[src/sv/idrmt_pkg.sv]
// ----------------------------------------------------------------------------
// idrmt_pkg
// Shared codes, widths and control/status types of the id range translator.
// ----------------------------------------------------------------------------
package idrmt_pkg;

  // table depth default
  localparam int unsigned MAX_RANGES_DEF = 8;

  // field widths
  localparam int unsigned DATA_W      = 32;
  localparam int unsigned IN_TDATA_W  = 4 * DATA_W;
  localparam int unsigned IN_TUSER_W  = 2;
  localparam int unsigned OUT_TDATA_W = DATA_W;
  localparam int unsigned OUT_TUSER_W = 3;

  // action codes
  localparam logic [1:0] ACT_CLEAR     = 2'd0;
  localparam logic [1:0] ACT_APPEND    = 2'd1;
  localparam logic [1:0] ACT_TRANSLATE = 2'd2;

  // status codes
  localparam logic [1:0] STAT_OK   = 2'd0;
  localparam logic [1:0] STAT_FULL = 2'd1;
  localparam logic [1:0] STAT_ZERO = 2'd2;

  // controller states
  typedef enum logic [1:0] {
    S_IDLE,
    S_SCAN,
    S_FIN
  } state_t;

  // controller -> datapath
  typedef struct packed {
    logic load;   // take the input item
    logic scan;   // walk the table
    logic emit;   // move result into the output register
  } cmd_t;

  // datapath -> controller
  typedef struct packed {
    logic trans_go;   // incoming item is a translate with a non-empty table
    logic scan_done;  // walk finished (hit or last entry compared)
    logic out_free;   // output register can take a result this cycle
  } sts_t;

endpackage

[src/sv/idrmt_ctrl.sv]
// ----------------------------------------------------------------------------
// idrmt_ctrl
// Sequencer: accepts one item, runs the table walk, hands off the result.
// ----------------------------------------------------------------------------
module idrmt_ctrl (
  input  logic              clk,
  input  logic              rst_n,
  input  logic              in_tvalid,
  output logic              in_tready,
  input  idrmt_pkg::sts_t   sts,
  output idrmt_pkg::cmd_t   cmd
);
  import idrmt_pkg::*;

  state_t state_r;
  state_t state_nxt;

  // state register
  always_ff @(posedge clk) begin
    if (!rst_n) begin
      state_r <= S_IDLE;
    end else begin
      state_r <= state_nxt;
    end
  end

  // next state
  always_comb begin
    state_nxt = state_r;
    unique case (state_r)
      S_IDLE: begin
        if (in_tvalid) begin
          state_nxt = sts.trans_go ? S_SCAN : S_FIN;
        end
      end
      S_SCAN: begin
        if (sts.scan_done) begin
          state_nxt = S_FIN;
        end
      end
      S_FIN: begin
        if (sts.out_free) begin
          state_nxt = S_IDLE;
        end
      end
      default: state_nxt = S_IDLE;
    endcase
  end

  // outputs
  always_comb begin
    in_tready = 1'b0;
    cmd       = '0;
    unique case (state_r)
      S_IDLE: begin
        in_tready = 1'b1;
        cmd.load  = in_tvalid;
      end
      S_SCAN: cmd.scan = 1'b1;
      S_FIN:  cmd.emit = sts.out_free;
      default: ;
    endcase
  end

endmodule

[src/sv/idrmt_dp.sv]
// ----------------------------------------------------------------------------
// idrmt_dp
// Range table memory, walk counter, span compare and result registers.
// ----------------------------------------------------------------------------
module idrmt_dp #(
  parameter int unsigned MAX_RANGES = idrmt_pkg::MAX_RANGES_DEF
) (
  input  logic                                clk,
  input  logic                                rst_n,
  input  logic [idrmt_pkg::IN_TDATA_W-1:0]    in_tdata,
  input  logic [idrmt_pkg::IN_TUSER_W-1:0]    in_tuser,
  input  idrmt_pkg::cmd_t                     cmd,
  output idrmt_pkg::sts_t                     sts,
  output logic                                out_tvalid,
  input  logic                                out_tready,
  output logic [idrmt_pkg::OUT_TDATA_W-1:0]   out_tdata,
  output logic [idrmt_pkg::OUT_TUSER_W-1:0]   out_tuser
);
  import idrmt_pkg::*;

  localparam int unsigned CW    = $clog2(MAX_RANGES + 1);
  localparam int unsigned IW    = (MAX_RANGES > 1) ? $clog2(MAX_RANGES) : 1;
  localparam int unsigned ROW_W = 3 * DATA_W;

  // input fields
  logic [DATA_W-1:0] f_ins;
  logic [DATA_W-1:0] f_outs;
  logic [DATA_W-1:0] f_span;
  logic [DATA_W-1:0] f_host;
  logic [1:0]        f_act;

  assign f_ins  = in_tdata[DATA_W-1:0];
  assign f_outs = in_tdata[2*DATA_W-1:DATA_W];
  assign f_span = in_tdata[3*DATA_W-1:2*DATA_W];
  assign f_host = in_tdata[4*DATA_W-1:3*DATA_W];
  assign f_act  = in_tuser;

  // range table, row = {span, outside, inside}
  logic [ROW_W-1:0] mem [MAX_RANGES];
  logic [ROW_W-1:0] rd_data_r;

  logic [CW-1:0]     count_r;
  logic [CW-1:0]     idx_r;
  logic              cmp_vld_r;
  logic              cmp_last_r;
  logic [DATA_W-1:0] host_r;
  logic [DATA_W-1:0] res_base_r;
  logic [DATA_W-1:0] res_off_r;
  logic              res_hit_r;
  logic [1:0]        res_stat_r;
  logic              out_valid_r;
  logic [DATA_W-1:0] out_cid_r;
  logic              out_hit_r;
  logic [1:0]        out_stat_r;

  logic              full;
  logic              wr_en;
  logic              rd_en;
  logic [DATA_W:0]   diff;
  logic              match;
  logic [DATA_W-1:0] rd_ins;
  logic [DATA_W-1:0] rd_outs;
  logic [DATA_W-1:0] rd_span;

  assign full  = (count_r >= CW'(MAX_RANGES));
  assign wr_en = cmd.load && (f_act == ACT_APPEND) && (f_span != '0) && !full;
  assign rd_en = cmd.scan && (idx_r < count_r);

  // table write and registered read
  always_ff @(posedge clk) begin
    if (wr_en) begin
      mem[count_r[IW-1:0]] <= {f_span, f_outs, f_ins};
    end
    if (rd_en) begin
      rd_data_r <= mem[idx_r[IW-1:0]];
    end
  end

  // span check: host in [outside, outside + span), 33 bits wide
  assign rd_ins  = rd_data_r[DATA_W-1:0];
  assign rd_outs = rd_data_r[2*DATA_W-1:DATA_W];
  assign rd_span = rd_data_r[3*DATA_W-1:2*DATA_W];
  assign diff    = {1'b0, host_r} - {1'b0, rd_outs};
  assign match   = !diff[DATA_W] && (diff[DATA_W-1:0] < rd_span);

  // control state
  always_ff @(posedge clk) begin
    if (!rst_n) begin
      count_r     <= '0;
      idx_r       <= '0;
      cmp_vld_r   <= 1'b0;
      out_valid_r <= 1'b0;
    end else begin
      if (cmd.load && (f_act == ACT_CLEAR)) begin
        count_r <= '0;
      end else if (wr_en) begin
        count_r <= count_r + CW'(1);
      end
      if (cmd.load) begin
        idx_r     <= '0;
        cmp_vld_r <= 1'b0;
      end else begin
        if (rd_en) begin
          idx_r <= idx_r + CW'(1);
        end
        cmp_vld_r <= rd_en;
      end
      if (cmd.emit) begin
        out_valid_r <= 1'b1;
      end else if (out_tready) begin
        out_valid_r <= 1'b0;
      end
    end
  end

  // payload: item latch, walk result, output register
  always_ff @(posedge clk) begin
    if (rd_en) begin
      cmp_last_r <= ((idx_r + CW'(1)) == count_r);
    end
    if (cmd.load) begin
      host_r <= f_host;
      case (f_act)
        ACT_TRANSLATE: begin
          res_base_r <= f_host;
          res_off_r  <= '0;
          res_hit_r  <= 1'b0;
          res_stat_r <= STAT_OK;
        end
        ACT_APPEND: begin
          res_base_r <= '0;
          res_off_r  <= '0;
          res_hit_r  <= 1'b0;
          if (f_span == '0) begin
            res_stat_r <= STAT_ZERO;
          end else if (full) begin
            res_stat_r <= STAT_FULL;
          end else begin
            res_stat_r <= STAT_OK;
          end
        end
        default: begin
          res_base_r <= '0;
          res_off_r  <= '0;
          res_hit_r  <= 1'b0;
          res_stat_r <= STAT_OK;
        end
      endcase
    end else if (cmd.scan && cmp_vld_r && match) begin
      res_base_r <= rd_ins;
      res_off_r  <= diff[DATA_W-1:0];
      res_hit_r  <= 1'b1;
    end
    if (cmd.emit) begin
      out_cid_r  <= res_base_r + res_off_r;
      out_hit_r  <= res_hit_r;
      out_stat_r <= res_stat_r;
    end
  end

  // status to controller
  assign sts.trans_go  = (f_act == ACT_TRANSLATE) && (count_r != '0);
  assign sts.scan_done = cmp_vld_r && (match || cmp_last_r);
  assign sts.out_free  = !out_valid_r || out_tready;

  assign out_tvalid = out_valid_r;
  assign out_tdata  = out_cid_r;
  assign out_tuser  = {out_stat_r, out_hit_r};

endmodule

[src/sv/id_range_map_translator.sv]
// ----------------------------------------------------------------------------
// id_range_map_translator
// Ordered table of id ranges with clear, append and first-match translate.
// ----------------------------------------------------------------------------
// Input stream: in_tuser carries the action (clear, append, translate);
// in_tdata carries inside start, outside start, length and host id.
// Every item yields exactly one result on the output stream: out_tdata is the
// container id, out_tuser holds the hit flag and the status code.
// A translate walks the stored ranges in order through the single read port
// of the range memory, one entry per cycle with registered read data, and
// stops at the first hit; with an empty table no walk is made.
// One item is in flight at a time; the next item is taken at the edge after
// the result has moved to the output register, so a result may wait there
// while the following item runs. A stalled out_tready holds the result; a
// second result then waits in the datapath and in_tready stays low.
// Reset empties the table and clears the output valid; no clearing pass.
// ----------------------------------------------------------------------------
module id_range_map_translator #(
  parameter int unsigned MAX_RANGES = idrmt_pkg::MAX_RANGES_DEF
) (
  input  logic                               clk,
  input  logic                               rst_n,
  input  logic                               in_tvalid,
  output logic                               in_tready,
  // [31:0] inside_start, [63:32] outside_start, [95:64] span_length,
  // [127:96] host_id
  input  logic [idrmt_pkg::IN_TDATA_W-1:0]   in_tdata,
  // [1:0] action
  input  logic [idrmt_pkg::IN_TUSER_W-1:0]   in_tuser,
  output logic                               out_tvalid,
  input  logic                               out_tready,
  // [31:0] container_id
  output logic [idrmt_pkg::OUT_TDATA_W-1:0]  out_tdata,
  // [0] hit, [2:1] status
  output logic [idrmt_pkg::OUT_TUSER_W-1:0]  out_tuser
);
  import idrmt_pkg::*;

  cmd_t cmd;
  sts_t sts;

  // sequencer
  idrmt_ctrl u_ctrl (
    .clk       (clk),
    .rst_n     (rst_n),
    .in_tvalid (in_tvalid),
    .in_tready (in_tready),
    .sts       (sts),
    .cmd       (cmd)
  );

  // table and compare datapath
  idrmt_dp #(
    .MAX_RANGES (MAX_RANGES)
  ) u_dp (
    .clk        (clk),
    .rst_n      (rst_n),
    .in_tdata   (in_tdata),
    .in_tuser   (in_tuser),
    .cmd        (cmd),
    .sts        (sts),
    .out_tvalid (out_tvalid),
    .out_tready (out_tready),
    .out_tdata  (out_tdata),
    .out_tuser  (out_tuser)
  );

endmodule

[config.mk]
export PLATFORM = sky130hd
export DESIGN_NAME = id_range_map_translator
export DESIGN_NICKNAME = d
export VERILOG_FILES = /design/src/sv/idrmt_pkg.sv /design/src/sv/idrmt_ctrl.sv /design/src/sv/idrmt_dp.sv /design/src/sv/id_range_map_translator.sv
export SDC_FILE = /design/constraint.sdc
export NUM_CORES = 1
export LEC_CHECK = 0
export BUFFER_PORTS_ARGS = -buffer_cell sky130_fd_sc_hd__buf_2
export CORE_MARGIN = 2
export CORE_UTILIZATION = 40
export DETAILED_ROUTE_END_ITERATION = 12
export GPL_TIMING_DRIVEN = 0
export PLACE_DENSITY = 0.67
export SYNTH_ARGS = -nofsm -noshare
export SYNTH_HDL_FRONTEND = slang
export SYNTH_HIERARCHICAL = 1
export SYNTH_SLANG_ARGS = --single-unit
[constraint.sdc]
create_clock -name clk -period 17.9 [get_ports clk]
set_input_delay 0.895 -clock clk [delete_from_list [all_inputs] [get_ports clk]]
set_output_delay 0.895 -clock clk [all_outputs]
set_load 0.01 [all_outputs]
==> flow_summary.json, run 1 <==
{
  "rrSetupSlack_ns": 11.85,
  "fin_crit_sh": 0.3382,
  "irDropWorstVdd_uv": 67.09,
  "post_cts_buffers": 0,
  "r2r-start": "u_dp/rd_data_r[36]$_DFFE_PP_",
  "vias": 22031,
  "port_buffers": 170,
  "drv_cap": 0,
  "ant_nets": 0,
  "hold_viol_final": 0,
  "cp_cell_sequence": "inv_1 > ha_1 > o211ai_1 > a21oi_1 > o21ai_0 > o211ai_1 > nand2_1 > a21boi_0 > mux2i_1 > nor2_1 > ha_1 > a21o_1 > a21o_1 > a221oi_1 > o21ai_0 > a21o_1 > a211oi_4 > buf_4 > or2_2",
  "first_pass_iters": 5,
  "die_y_um": 326.0,
  "cts_sinks": 1011,
  "clkLatencyLatePin_ns": 0.69,
  "total_power_uw": 4916,
  "fp-row-count": 118,
  "die_area_um2": 106300,
  "synth_edf_count": 966,
  "clockRootBuffer": "clkbuf_16",
  "start_util": 0.4018,
  "setup_viol": 0,
  "worst-path-buf-inv": 2,
  "crit_end": "u_dp/res_base_r[25]$_DFFE_PP_",
  "setup_tns_ns": 0,
  "drt-total-wl_um": 102800,
  "die_w_um": 326.0,
  "place_ws_ns": 11.94,
  "synth_top_cell_by_area": "edfxtp_1",
  "fmax_mhz": 165.2,
  "holdWs_ns": 0.4094,
  "ys_seq_area_frac": 0.7212,
  "synth.net_count": 2465,
  "area_delta_synth_final_pct": 16.49,
  "gp_congestion": 0.9347,
  "antenna_found_initial": 27,
  "status": "finished, final reports clean",
  "cp.depth": 19,
  "htreeDepth": 3,
  "cp_max_fo": 32,
  "io_pins": 171,
  "grt_use_total": 0.1925,
  "drv_slew": 0,
  "slew_headroom": 0.1479,
  "cts_tree": "done",
  "end_kind": "flop",
  "core_area_um2": 103200,
  "num-fill-cells": 8524,
  "drc_errors": 0,
  "cts_made_buffers": 101,
  "r2r_cells": 19,
  "post-dp-hpwl_um": 72930,
  "power_density_nw_per_um2": 101.8,
  "syn-cell-area_um2": 41470,
  "synthesis.area_per_instance_um2": 18.61,
  "hold_class": "primary input to flop",
  "yosys_warnings": 6,
  "clk_pin_slew_ns": 0.06,
  "async_reset_ff_frac": 0,
  "cp_slowest_cell": "a21boi_0",
  "synthFlopType": "edfxtp_1",
  "worst_pin_slew_ns": 1.278,
  "synth_most_common_cell": "edfxtp_1",
  "utilization": 0.4681,
  "synth.distinct_cells": 80,
  "cp_data_arrival_time_ns": 6.35,
  "worst_path_dominant_cell_family": "compound AO/OA/AOI/OAI gates",
  "clock_path_buffers": 3,
  "crit_path_frequent_cell": "a21o_1",
  "period_minus_slack_ns": 6.053,
  "overflow": 0,
  "ys_top_cells_by_count": "edfxtp_1 (966), mux4_2 (192), ha_1 (101)",
  "grt_pass1_vias": 21805,
  "critical-path-max-stage-delay_ns": 0.70,
  "ys_seq_elements": 1011,
  "drive_gt1_frac": 0.2653,
  "grt_pass1_wl_um": 149700,
  "routedWlPerCell_um": 25.57,
  "setup_ws_ns": 11.85,
  "drt-initial-drc-count": 2223,
  "crit_required_ns": 18.19,
  "synth_top_area_frac": 0.6995,
  "path_class": "flop to flop",
  "r2r_end": "u_dp/res_base_r[25]$_DFFE_PP_",
  "cts_resized": 0,
  "skew_ns": 0.03019,
  "synth_cells": 2228,
  "grt_max_degree": 43,
  "start_kind": "flop",
  "p_leak_uw": 0.01599,
  "viasPerCell": 5.482,
  "postCtsHoldBufs": 0,
  "cp-startpoint": "u_dp/rd_data_r[36]$_DFFE_PP_",
  "rsz0062_at_grt": "no",
  "synth_area_leaders": "edfxtp_1 (70%), mux4_2 (10%), ha_1 (3.0%)",
  "nets": 2790
}
-- where the power goes --
group,switching [µW],internal (µW)
Combinational,126,67.9
Clock,887,1210
Sequential,10.5,2610
-- stage by stage --
stage / cell area [µm²] / instances
2_1_floorplan: 41470 / 2228
3_3_place_gp: 44050 / 3778
3_5_place_dp: 44990 / 3830
4_1_cts: 48300 / 4015
5_1_grt: 48300 / 4015
6_report: 48310 / 4019
-- flip-flops by register name, summed over array words and instances (netlist names), 4 cells and up --
| signal | flops |
|---|---|
| u_dp/mem | 768 |
| u_dp/idx_r | 4 |
| u_dp/out_tdata | 32 |
| u_dp/rd_data_r | 96 |
| u_dp/host_r | 32 |
| u_dp/res_off_r | 32 |
| u_dp/count_r | 4 |
| u_dp/res_base_r | 32 |
-- cells in the final DEF, fill, tap and decap left out, types with 11 or more instances in the layout --
cell type	count
inv_1	98
nor4_1	13
buf_1	21
buf_6	21
nand2_1	66
o21a_1	17
clkbuf_16	102
mux2i_1	27
nor2_1	86
a21oi_1	68
nand4_1	17
dfxtp_1	45
clkinv_1	20
a21o_1	24
o21ai_0	36
buf_12	23
nand3_1	13
a22o_1	32
nand2b_1	19
mux4_2	192
mux2_2	97
clkbuf_1	70
buf_2	173
xor2_1	20
nor2b_1	15
xnor2_1	35
o211ai_1	11
clkinv_2	17
nor3_1	20
ha_1	101
edfxtp_1	966
bufinv_16	11
-- layer usage --
metal	GRT usage	wire, µm	vias to the layer above
met2	0.3011	47780	865
met4	0.05610	2533	36
met3	0.03964	7939	163
met5	0	222	-
met1	0.2734	44310	11331
li1	-	-	9636
-- final cells by class --
cell class              count  area [µm²]  area share
plain buffers              83       349.1    0.007226
multi-input cells        1035       10910      0.2258
diodes                      4       10.01   0.0002072
clock buffers             119        2616     0.05416
clock inverters            66       691.9     0.01432
flip-flops and latches   1011       29910      0.6191
inverters                  99       371.6    0.007692
repair buffers            222        1727     0.03574
well taps                1380        1727     0.03574
-- kinds of logic after synthesis --
family | after synthesis | share of synthesized area
XOR/XNOR | 55 | 0.01162
AO/OA/AOI/OAI | 265 | 0.04619
adder cells (fa/ha/maj) | 103 | 0.03144
buffers and inverters | 182 | 0.01729
multiplexers | 316 | 0.1371
flip-flops | 1011 | 0.7212
AND/OR/NAND/NOR | 296 | 0.03512
-- how the worst min path moves through the flow --
| stage | startpoint | to | slack, ns | cells past startpoint |
|---|---|---|---|---|
| 2_1_floorplan | u_dp/res_stat_r[0]$_SDFFCE_PP0P_ | u_dp/out_stat_r[0]$_DFFE_PP_ | 0.40 | 0 |
| 3_3_place_gp | u_dp/res_stat_r[1]$_SDFFCE_PP0P_ | u_dp/out_stat_r[1]$_DFFE_PP_ | 0.41 | 0 |
| 3_5_place_dp | u_dp/res_stat_r[1]$_SDFFCE_PP0P_ | u_dp/out_stat_r[1]$_DFFE_PP_ | 0.41 | 0 |
| 4_1_cts | in_tdata[126] | u_dp/host_r[30]$_DFFE_PP_ | 0.37 | 1 |
| 5_1_grt | in_tdata[126] | u_dp/host_r[30]$_DFFE_PP_ | 0.39 | 1 |
| 6_report | in_tdata[126] | u_dp/host_r[30]$_DFFE_PP_ | 0.41 | 1 |
No activity file was read; power rests on OpenSTA's default activity.
==> run 2, diff against run 1 <==
Clock period 17.9 ns to 6.15 ns, I/O delays scaled along.
==> run 2 against run 1 <==
Net effect:
- register-to-register slack worse by 11 ns
- sequential share of layout area down 1.8 points
- combinational power rose to 3.4 times the previous value
- clock power rose to 2.9 times the previous value
- die area unchanged
- via count up 2.5%
- non-clock buffer count up 124
- worst hold slack worse by 0.35 ns
- critical endpoint is now u_dp/res_base_r[9]$_DFFE_PP_
==> flow_summary.json, run 2 (synthesis gave the netlist of run 1 again) <==
{
  "status": "finished, final reports clean",
  "setup_ws_ns": 0.4228,
  "cp_data_arrival_time_ns": 6.06,
  "cts_sinks": 1011,
  "multi_input_area_um2": 10940,
  "grt_pass1_vias": 22638,
  "overflow": 0,
  "cts_tree": "done",
  "place_ws_ns": 0.1510,
  "die_y_um": 326.0,
  "htreeDepth": 3,
  "power_frac_comb": 0.046,
  "port_buffers": 170,
  "hold_viol_final": 0,
  "cts_made_buffers": 102,
  "drive_gt1_frac": 0.2497,
  "drt-initial-drc-count": 2211,
  "worst_path_dominant_cell_family": "compound AO/OA/AOI/OAI gates",
  "grt_use_total": 0.1941,
  "clockRootBuffer": "clkbuf_16",
  "start_kind": "flop",
  "crit_path_frequent_cell": "ha_1",
  "holdWs_ns": 0.05483,
  "p_seq_frac": 0.532,
  "seq_area_um2": 29910,
  "fmax_mhz": 174.6,
  "crit_required_ns": 6.48,
  "first_pass_iters": 5,
  "antenna_found_initial": 11,
  "irDropWorstVdd_uv": 194.7,
  "core_area_um2": 103200,
  "die_w_um": 326.0,
  "skew_ns": 0.03150,
  "clkLatencyLatePin_ns": 0.69,
  "switching_share": 0.2078,
  "drt-total-wl_um": 103900,
  "worst-path-buf-inv": 2,
  "largest_register_ffs": 768,
  "clock_path_buffers": 3,
  "hold_class": "primary input to flop",
  "drv_slew": 0,
  "critical-path-max-stage-delay_ns": 0.46,
  "worst_pin_slew_ns": 1.269,
  "fp-row-count": 118,
  "setup_viol": 0,
  "power_density_nw_per_um2": 288.5,
  "grt_max_degree": 62,
  "area_delta_synth_final_pct": 19.95,
  "cp_slowest_cell": "nor4bb_2",
  "p_clk_frac": 0.422,
  "drv_cap": 0,
  "fin_crit_sh": 0.9313,
  "mostFrequentLayoutCells": "edfxtp_1 (966), mux4_2 (192), buf_2 (173)",
  "p_int_uw": 11370,
  "switchingPower_uw": 2982,
  "rsz0062_at_grt": "no",
  "slew_headroom": 0.1540,
  "nets": 2916,
  "start_util": 0.4018,
  "setup_tns_ns": 0,
  "final_common_cell": "edfxtp_1",
  "period_minus_slack_ns": 5.727,
  "viasPerCell": 5.447,
  "num-fill-cells": 8465,
  "io_pins": 171,
  "cp_cell_sequence": "ha_1 > inv_1 > fa_1 > a211oi_1 > o21ai_2 > a41oi_4 > o41ai_2 > nor4bb_2 > o31a_2 > xnor2_1 > ha_1 > nand4_1 > nor4_2 > a221oi_1 > o21ai_0 > a21o_1 > a211oi_4 > buf_4 > or2_2",
  "vias": 22585,
  "post-dp-hpwl_um": 73470,
  "ant_nets": 0,
  "clk_pin_slew_ns": 0.07,
  "path_class": "flop to flop",
  "grt_pass1_wl_um": 151900,
  "end_kind": "flop",
  "cp_max_fo": 16,
  "p_leak_uw": 0.01655,
  "post_cts_buffers": 0,
  "gp_congestion": 0.9404,
  "die_area_um2": 106300,
  "routedWlPerCell_um": 25.06,
  "drc_errors": 0
}
-- run 2: per-layer routing --
metal / vias up / share of wire / global-route usage
met2: 869 / 0.48 / 0.3103
met4: 14 / 0.019 / 0.04869
met5: - / 0.00093 / 0
met3: 135 / 0.063 / 0.02899
met1: 11665 / 0.44 / 0.2802
li1: 9902 / - / -
-- run 2: layout make-up --
class,instances,area share
timing repair buffer,346,0.06349
sequential,1011,0.6013
clock inverter,65,0.01275
inverter,99,0.007470
antenna,3,0.0001509
tap,1380,0.03471
clock buffer,123,0.05332
multi-input combinational,1036,0.2198
buffer,83,0.007018
-- run 2: final timing paths --
check	to	slack (ns)	cells after the start	startpoint
worst max-delay path	u_dp/res_base_r[9]$_DFFE_PP_	0.42	19	u_dp/rd_data_r[32]$_DFFE_PP_
worst min-delay path	u_dp/res_stat_r[1]$_SDFFCE_PP0P_	0.05	3	in_tuser[0]
worst max register to register	u_dp/res_base_r[9]$_DFFE_PP_	0.42	19	u_dp/rd_data_r[32]$_DFFE_PP_
worst min register to register	u_dp/out_stat_r[0]$_DFFE_PP_	0.43	0	u_dp/res_stat_r[0]$_SDFFCE_PP0P_
-- run 2: timing repair --
action	4_1_cts	5_1_grt
resized for setup	0	2
setup endpoints to repair	0	32
hold buffers	133	0
hold endpoints to repair	816	0
-- run 2: worst reg2reg max path, stage by stage, from the launching register on --
cell	delay (ns)
edfxtp_1	0.41
ha_1	0.20
inv_1	0.06
fa_1	0.43
a211oi_1	0.37
o21ai_2	0.14
a41oi_4	0.38
o41ai_2	0.18
nor4bb_2	0.46
o31a_2	0.26
xnor2_1	0.14
ha_1	0.28
nand4_1	0.16
nor4_2	0.11
a221oi_1	0.27
o21ai_0	0.19
a21o_1	0.23
a211oi_4	0.38
buf_4	0.30
or2_2	0.42
-- run 2: power by group through the flow --
stage	Clock, µW	Combinational [µW]	Sequential [µW]
final	6060	655	7640
after global routing	6430	713	7640
after CTS	6180	652	7640
after detailed placement	0	574	7780
after global placement	0	535	7790
after floorplan	0	285	7780
-- run 2: through the flow --
step,std cells,utilization,area (µm²),power [µW]
2_1_floorplan,2228,-,41480,8066
3_3_place_gp,3778,0.4269,44060,8325
3_5_place_dp,3821,0.4370,45100,8358
4_1_cts,4142,0.4818,49720,14470
5_1_grt,4146,0.4820,49740,14780
6_report,4146,0.4820,49740,14350
